### src/hdl/sws_pkg.sv
`timescale 1ns / 1ps
// ----------------------------------------------------------------------------
// sws_pkg: shared types and constants for the sliding window statistics core
// window geometry, percentile constants, the divider request struct and the ram request struct
// ----------------------------------------------------------------------------
package sws_pkg;
	localparam int Window   = 256;
	localparam int Channels = 16;
	localparam int PtrW     = $clog2(Window);
	localparam int CntW     = $clog2(Window + 1);
	localparam int ChW      = $clog2(Channels);
	localparam int AddrW    = ChW + PtrW;
	localparam int DataW    = 32;
	localparam int SumW     = DataW + PtrW;
	localparam int BpW      = 14;
	localparam logic [BpW-1:0] BpFull  = BpW'(10000);
	localparam logic [BpW-1:0] BpReset = BpW'(5000);

	typedef struct packed {
		logic             we;
		logic [AddrW-1:0] waddr;
		logic [AddrW-1:0] raddr;
		logic [DataW-1:0] wdata;
	} ram_req_t;

	typedef struct packed {
		logic             start;
		logic [SumW-1:0]  dividend;
		logic [CntW-1:0]  divisor;
	} div_req_t;
endpackage

### src/hdl/sws_div.sv
`timescale 1ns / 1ps
// ----------------------------------------------------------------------------
// sws_div: serial signed divider
// restoring divide, one quotient bit per cycle, truncates toward zero
// ----------------------------------------------------------------------------
module sws_div
	import sws_pkg::*;
(
	input  logic                    clk,
	input  logic                    arst_n,
	input  div_req_t                req,
	output logic                    done,
	output logic signed [DataW-1:0] quot
);
	localparam int StepW = $clog2(SumW + 1);

	logic [SumW-1:0]  num_q;
	logic [SumW:0]    rem_q;
	logic [CntW-1:0]  den_q;
	logic             neg_q;
	logic             busy_q;
	logic [StepW-1:0] step_q;
	logic [SumW:0]    shifted;
	logic [SumW:0]    diff;
	logic [SumW-1:0]  mag;
	logic [SumW-1:0]  res;

	assign mag     = req.dividend[SumW-1] ? (~req.dividend + SumW'(1)) : req.dividend;
	assign shifted = {rem_q[SumW-1:0], num_q[SumW-1]};
	assign diff    = shifted - {{(SumW + 1 - CntW){1'b0}}, den_q};
	assign res     = neg_q ? (~num_q + SumW'(1)) : num_q;
	assign quot    = res[DataW-1:0];

	always_ff @(posedge clk or negedge arst_n) begin
		if (!arst_n) begin
			busy_q <= 1'b0;
			done   <= 1'b0;
			step_q <= '0;
		end else begin
			done <= 1'b0;
			if (req.start) begin
				busy_q <= 1'b1;
				step_q <= StepW'(SumW);
			end else if (busy_q) begin
				step_q <= step_q - StepW'(1);
				if (step_q == StepW'(1)) begin
					busy_q <= 1'b0;
					done   <= 1'b1;
				end
			end
		end
	end

	always_ff @(posedge clk) begin
		if (req.start) begin
			num_q <= mag;
			rem_q <= '0;
			den_q <= req.divisor;
			neg_q <= req.dividend[SumW-1];
		end else if (busy_q) begin
			if (!diff[SumW]) begin
				rem_q <= diff;
				num_q <= {num_q[SumW-2:0], 1'b1};
			end else begin
				rem_q <= shifted;
				num_q <= {num_q[SumW-2:0], 1'b0};
			end
		end
	end
endmodule

### config.mk
export PLATFORM = sky130hd
export DESIGN_NAME = sws_div
export DESIGN_NICKNAME = d
export VERILOG_FILES = /design/src/hdl/sws_pkg.sv /design/src/hdl/sws_div.sv
export SDC_FILE = /design/constraint.sdc
export NUM_CORES = 1
export LEC_CHECK = 0
export BUFFER_PORTS_ARGS = -buffer_cell sky130_fd_sc_hd__buf_2
export CAP_MARGIN = 0
export CORE_UTILIZATION = 45
export CTS_CLUSTER_DIAMETER = 150
export DETAILED_ROUTE_END_ITERATION = 12
export HOLD_SLACK_MARGIN = 0.1
export PLACE_DENSITY = 0.67
export SLEW_MARGIN = 5
export SYNTH_ARGS = -nofsm -noshare
export SYNTH_HDL_FRONTEND = slang
export SYNTH_SLANG_ARGS = --single-unit
### constraint.sdc
create_clock -name clk -period 3.18 [get_ports clk]
set_input_delay 0.318 -clock clk [delete_from_list [all_inputs] [get_ports clk]]
set_output_delay 0.318 -clock clk [all_outputs]
set_load 0.05 [all_outputs]
### Word-level counts from Yosys, hierarchy flattened

Cells that the tools add are included.

| storage, ports and cells | value |
|---|---|
| bits of input ports | 52 |
| bits in registers | 98 |

| cells by class | value |
|---|---|
| bitwise logic cells | 2 |
| add/subtract/negate cells | 4 |
| equality and inequality tests | 1 |
| reductions and logical operators | 1 |
| mux-type cells | 14 |

Operators with widths:

| kind | count |
|---|---|
| $mux 40 | 4 |
| $sub 41x9->41 | 1 |
| $add 40x1->40 const B | 1 |
| $not 40->40 | 1 |
| $add 32x1->32 const B | 1 |
| $mux 32 | 1 |
| $not 32->32 | 1 |
| $mux 6 | 2 |
| $mux 1 | 7 |
| $eq 6x1->1 const B | 1 |
| $sub 6x1->6 const B | 1 |
| $reduce_bool 2->1 | 1 |

### Logic depth before layout (Yosys ltp)

Gate-level depths: netlist of run 1.

| depth | value |
|---|---|
| depth in word-level cells | 4 |
| depth in mapped cells | 12 |

### Worst setup path after synthesis of run 1

Ideal clock, no wire load.

| timing path | value |
|---|---|
| path type | reg2out |
| from | register num_q[12] |
| to | output quot[31] |
| data required time | 2.862 ns |
| cell stages (with the launch flop) | 8 |
| path slack | -0.482 ns |
| arrival | 3.344 ns |
| path through | edfxtp_1 > or4_1 > or4_1 > or4b_1 > nand2b_1 > or4_1 > o41ai_1 > xnor2_1 |

| between the ends | value |
|---|---|
| cells in the longest elaborated chain, start to end | 3 |

RTL lines:

| what | line | RTL |
|---|---|---|
| start, declared | sws_div.sv:17 | `logic [SumW-1:0] num_q;` |
| start signal, assigned | sws_div.sv:56 | `num_q <= mag;` |
| start signal, assigned | sws_div.sv:63 | `num_q <= {num_q[SumW-2:0], 1'b1};` |
| start signal, assigned | sws_div.sv:66 | `num_q <= {num_q[SumW-2:0], 1'b0};` |
| $not 32->32 | sws_div.sv:31 | `assign res = neg_q ? (~num_q + SumW'(1)) : num_q;` |
| $add 32x1->32 | sws_div.sv:31 |  |
| $mux 32 | sws_div.sv:31 |  |
| end, declared | sws_div.sv:13 | `output logic signed [DataW-1:0] quot` |

No other way between the ends.

### Final worst setup path of run 1

| timing path | value |
|---|---|
| from | register num_q[13] |
| to | output quot[31] |

The elaborated chain is that of the path after synthesis.

==> results.cfg, run 1 <==
[run_status]
status = finished with violations
violations = setup timing

[grt]
gr-max-usage-layer = met2
grt.met2_usage_pct = 37.5
grt_pass1_wl_um = 27800
grt_max_degree = 83
antenna_found_initial = 0
overflow = 0
grt_use_met1_pct = 31.6
grt_pass1_vias = 5759
grt_usage_pct = 23.2
use_met3_pct = 3.00

[timing]
worst_clock_skew_ps = 5.83
slew_violations = 0
whs_ps = 141
hold_viol = 0
rsz0062_at_grt = true
tns_ps = -5700
max_freq_mhz = 259
worst_pin_slew_ps = 798
period_share_pct = 122
slew-limit-headroom_pct = 46.8
setup_violations = 21
setup_ws_ps = -688
finalCriticalPeriod_ps = 3870

[logic_synthesis]
syn_avg_cell_area_um2 = 8.87
synth-main-ff-cell = edfxtp_1
synth_area_um2 = 6590
synth_edf_count = 50
synth_nets = 809
syn_inst = 743
ys_warn_count = 0
yosysUniqueCellTypes = 67
async_flop_share_pct = 8.16
ys_ff_latch = 98
synth_seq_area_share_pct = 38.0

[finish]
design_area_um2 = 8380
instances_no_fill = 1058
area.growth.synth_to_final_pct = 27.1
area.sequential_um2 = 2500
fin_nets = 939
multiInputGateArea_um2 = 4150
final_util_pct = 59.5
drive_gt1_share_pct = 26.4
insertedDiodeCount = 0
fillers = 1194

[detailed_routing]
drtAntennaViolNets = 0
wl_per_cell_um = 16.3
drt_iter0_drc = 405
via_per_inst = 5.88
first_pass_iters = 5
via_count = 6220
drc = 0
wl_um = 17300

[critical_path]
crit_arrival_ps = 3550
cp-end-kind = primary output
critPathBufInv = 1
criticalPathCategory = reg -> out
critPathMaxFanout = 2
crit_family = simple AND/OR/NAND/NOR gates
required_ps = 2860
cp_cell_sequence = or4_4 -> or4_4 -> or4b_4 -> nand2b_4 -> or4_4 -> o41ai_4 -> xnor2_4 -> buf_6
start_kind = register
cp_slowest_cell = or4_4
crit_path_max_incr_delay_ps = 560
crit_top_cell = or4_4

[place]
pre_cts_slack_ps = -515
port_buffers = 84
placed_cell_area_um2 = 7690
placed_cells = 1030
globalplace.congestion = 0.836
dp_hpwl_um = 11800

[power_and_ir_drop]
p_leak_nw = 3.43
ir_drop_mv = 0.430
power_mw = 7.04
powerDensity_nw_per_um2 = 840

[floorplan]
num_rows = 43
boundaryPins = 85
die_h_um = 123
die_area_um2 = 15100
die_x_um = 123
design.core.area_um2 = 14100
initial_core_util_pct = 46.8

[clock_network]
clk_pin_slew_ps = 70
clockRootBuffer = clkbuf_16
cts_tree = built
cts-buffers-inserted = 9
cts.path.max_buffers = 2
clock_latency_ps = 350
htreeDepth = 3
clock-sinks = 98

[min_path]
holdCritPathClass = in -> reg

[job]
drv_cap = 0
## where the power goes
part / leakage (nW) / total [mW] / internal (mW) / switching, mW
combinational: 2.34 / 3.91 / 1.83 / 2.08
clock: 0.160 / 1.17 / 0.694 / 0.472
sequential: 0.929 / 1.97 / 1.65 / 0.313
total: 3.43 / 7.04 / 4.18 / 2.86
## placed cells by master (no fill, tap or decap), types with 5 or more instances in the layout
cell type,Yosys,routed
nor2_1,90,90
buf_4,2,71
buf_2,1,70
nand2_1,55,53
edfxtp_1,50,50
xor2_1,44,44
a21oi_1,40,40
dfxtp_1,40,39
xnor2_1,41,34
o21ai_0,28,25
inv_1,23,24
nor3_1,23,23
nor4_1,21,21
nand3_1,20,20
o31ai_1,24,19
or3_1,19,18
buf_6,2,18
mux2i_1,15,14
a211oi_1,15,13
ha_1,13,13
or4_1,17,11
or4_4,3,9
clkbuf_16,0,9
nand4_1,8,8
nand2b_1,10,8
dfrtp_1,8,8
o41ai_1,8,7
mux2_2,7,7
a32oi_1,6,6
o211ai_1,5,5
## final timing paths
path	slack, ps	to	cells after the start	start
max	-690	quot[31]	8	num_q[13]
min	140	den_q[4]	1	req[4]
max reg2reg	-120	rem_q[39]	7	rem_q[31]
min reg2reg	510	done	1	step_q[4]
max in group asynchronous	2660	step_q[3]	2	arst_n
min in group asynchronous	350	step_q[0]	2	arst_n
## area by class of cell
type,count,area share [%]
multi-input combinational,580,49.5
sequential,98,29.9
timing repair buffer,160,13.1
clock buffer,14,3.39
tap,180,2.69
inverter,24,1.07
clock inverter,2,0.403
## cell families (layout without fill, tap and decap cells)
family / Yosys count / after routing / synth area share [%]
buffers and inverters: 66 / 200 / 4.12
AOI/OAI and AO/OA: 168 / 168 / 17.3
and+or+nand+nor: 284 / 284 / 21.7
DFF: 98 / 98 / 38.0
adders and majority gates: 14 / 14 / 2.77
xor gates and xnor gates: 86 / 86 / 11.5
muxes: 27 / 28 / 4.71
## Yosys cell counts, types with 19 or more instances
cell	number	area (um2)
o21ai_0	28	140
edfxtp_1	50	1500
nor2_1	90	338
a21oi_1	40	200
dfxtp_1	40	801
nor3_1	23	115
nand2_1	55	206
o31ai_1	24	180
xor2_1	44	385
xnor2_1	41	359
or3_1	19	119
nand3_1	20	100
nor4_1	21	131
inv_1	23	86.3
clkbuf_1	34	128
## registers in the layout, summed over array words and instances, names as in the netlist
name and flops:
num_q 40, busy_q 1, step_q 6, den_q 9, rem_q 40, neg_q 1
done 1
## layer usage
| metal | wire [um] | vias to the layer above |
|---|---|---|
| met4 | 354 | 0 |
| met1 | 7840 | 2970 |
| met2 | 8290 | 197 |
| li1 | - | 3022 |
| met3 | 793 | 31 |
| met5 | 0 | - |
## worst reg2reg max path, cell delays in order (launching register included)
cell,delay (ps)
dfxtp_2,320
or4_4,540
or4_4,450
or4_4,510
or3_4,390
mux2i_4,240
or4_4,470
a311oi_2,290
## what timing repair did
item,in CTS,in global routing
gates resized for setup,50,14
hold buffers,1,0
setup buffers,10,1
setup endpoints to repair,31,40
cloned,1,0
pin swaps,17,14
hold endpoints to repair,8,0
No activity file was read; power rests on OpenSTA's default activity.
==> run 2, diff against run 1 <==
--- a/config.mk
+++ b/config.mk
@@ -7,11 +7,11 @@
 export LEC_CHECK = 0
 export BUFFER_PORTS_ARGS = -buffer_cell sky130_fd_sc_hd__buf_2
 export CAP_MARGIN = 0
-export CORE_UTILIZATION = 45
+export CORE_UTILIZATION = 35
 export CTS_CLUSTER_DIAMETER = 150
 export DETAILED_ROUTE_END_ITERATION = 12
 export HOLD_SLACK_MARGIN = 0.1
-export PLACE_DENSITY = 0.67
+export MAX_ROUTING_LAYER = met4
 export SLEW_MARGIN = 5
 export SYNTH_ARGS = -nofsm -noshare
 export SYNTH_HDL_FRONTEND = slang
==> results.cfg, run 2 (synthesis gave the netlist of run 1 again) <==
[run_status]
status = finished with violations
violations = DRC, setup timing

[place]
globalplace.congestion = 0.840
port_buffers = 84
dp_hpwl_um = 12200

[critical_path]
criticalPathCategory = reg -> out
start_kind = register
required_ps = 2860
crit_arrival_ps = 3520
critPathMaxFanout = 3
cp-end-kind = primary output

[floorplan]
die_area_um2 = 19400
boundaryPins = 85
num_rows = 49
design.core.area_um2 = 18200
die_h_um = 139
die_x_um = 139
initial_core_util_pct = 36.2

[timing]
slew-limit-headroom_pct = 49.3
whs_ps = 137
max_freq_mhz = 261
period_share_pct = 121
hold_viol = 0
rsz0062_at_grt = true
worst_clock_skew_ps = 8.77
setup_violations = 16
tns_ps = -5850
slew_violations = 0
worst_pin_slew_ps = 754
setup_ws_ps = -654
finalCriticalPeriod_ps = 3830

[clock_network]
clock-sinks = 98
clk_pin_slew_ps = 70
clockRootBuffer = clkbuf_16
cts_tree = built
cts.path.max_buffers = 2
cts-buffers-inserted = 9
clock_latency_ps = 350
htreeDepth = 3

[detailed_routing]
wl_per_cell_um = 15.8
first_pass_iters = 11
drt_iter0_drc = 359
via_count = 5965
wl_um = 17500
drtAntennaViolNets = 0
drc = 4
via_per_inst = 5.38

[power_and_ir_drop]
p_clk_share_pct = 16.0
swShare_pct = 41.5
ir_drop_mv = 0.350
p_int_mw = 4.09
pwr-share-seq_pct = 28.1
net-switching-power_mw = 2.90
comb_power_share_pct = 55.9
p_leak_nw = 3.47
powerDensity_nw_per_um2 = 819

[finish]
final_util_pct = 46.9
top_regs = num_q: 40 flops, rem_q: 40 flops, den_q: 9 flops
area.growth.synth_to_final_pct = 29.5
final_common_cell = nor2_1
final_cell_mix = nor2_1, buf_4, buf_2
drive_gt1_share_pct = 27.2
insertedDiodeCount = 0
fin_nets = 941

[grt]
antenna_found_initial = 0
overflow = 0
grt_usage_pct = 18.5
grt_pass1_wl_um = 28100
grt_pass1_vias = 5583
grt_max_degree = 80

[job]
drv_cap = 0

[min_path]
holdCritPathClass = in -> reg
==> run 2: changes by cell type in the layout (fill, tap and decap cells not counted), sizes merged <==
cell | previous run | this run
bufinv | 1 | 0
clkinv | 1 | 3
buf | 159 | 161
inv | 24 | 26
clkbuf | 14 | 11
==> run 2: worst max-delay path, stage by stage (launching register included) <==
cell      delay [ps]
edfxtp_1         390
or4_4            560
or4_4            440
or4b_4           510
nand2b_4         160
or4_4            450
o41ai_4          340
xnor2_4          150
buf_6            170
==> run 2: area by class of cell <==
class	instances	area [um2]
clock buffers	11	264
clock inverters	5	41.3
fillers	1719	9670
inverters	24	90.1
multi-input cells	580	4200
flip-flops and latches	98	2500
well taps	229	287
repair buffers	162	1150
==> run 2: timing repair <==
action / CTS / global route
hold buffers: 1 / 0
setup endpoints to repair: 28 / 30
pin swaps: 9 / 16
cloned: 0 / 2
hold endpoints to repair: 8 / 0
setup buffers: 4 / 4
resized for setup: 49 / 24
==> run 2: power groups by stage <==
stage	Sequential, mW	Clock [mW]	Combinational, mW
2_1_floorplan	1.94	0	2.46
3_3_place_gp	1.96	0	3.49
3_5_place_dp	1.97	0	3.51
4_1_cts	1.95	1.15	3.66
5_1_grt	2.01	1.19	4.25
6_report	1.96	1.12	3.91
==> run 2: worst paths after layout <==
check	from	end	slack (ps)	cells after the start
max in group asynchronous	arst_n	step_q[5]	2680	2
hold reg to reg	rem_q[2]	rem_q[2]	490	2
setup reg to reg	rem_q[31]	rem_q[39]	-40	7
hold / removal	req[3]	den_q[3]	140	1
setup / recovery	num_q[13]	quot[31]	-650	8
min in group asynchronous	arst_n	step_q[3]	330	2
==> run 2: per-layer routing <==
metal,wire (um),global-route usage [%],vias to the layer above
met5,0,-,-
met4,268,5.79,0
met3,530,2.55,19
met2,7980,28.5,95
met1,8710,25.0,2825
li1,-,-,3026
==> run 2: stage by stage <==
step | setup slack [ps] | instance area, um2 | instances | power [mW]
after floorplan | -284 | 6740 | 743 | 4.40
after global placement | -477 | 7800 | 1082 | 5.45
after detailed placement | -498 | 7800 | 1082 | 5.48
after CTS | -718 | 8350 | 1103 | 6.75
after global routing | -737 | 8540 | 1109 | 7.44
final | -654 | 8540 | 1109 | 6.99
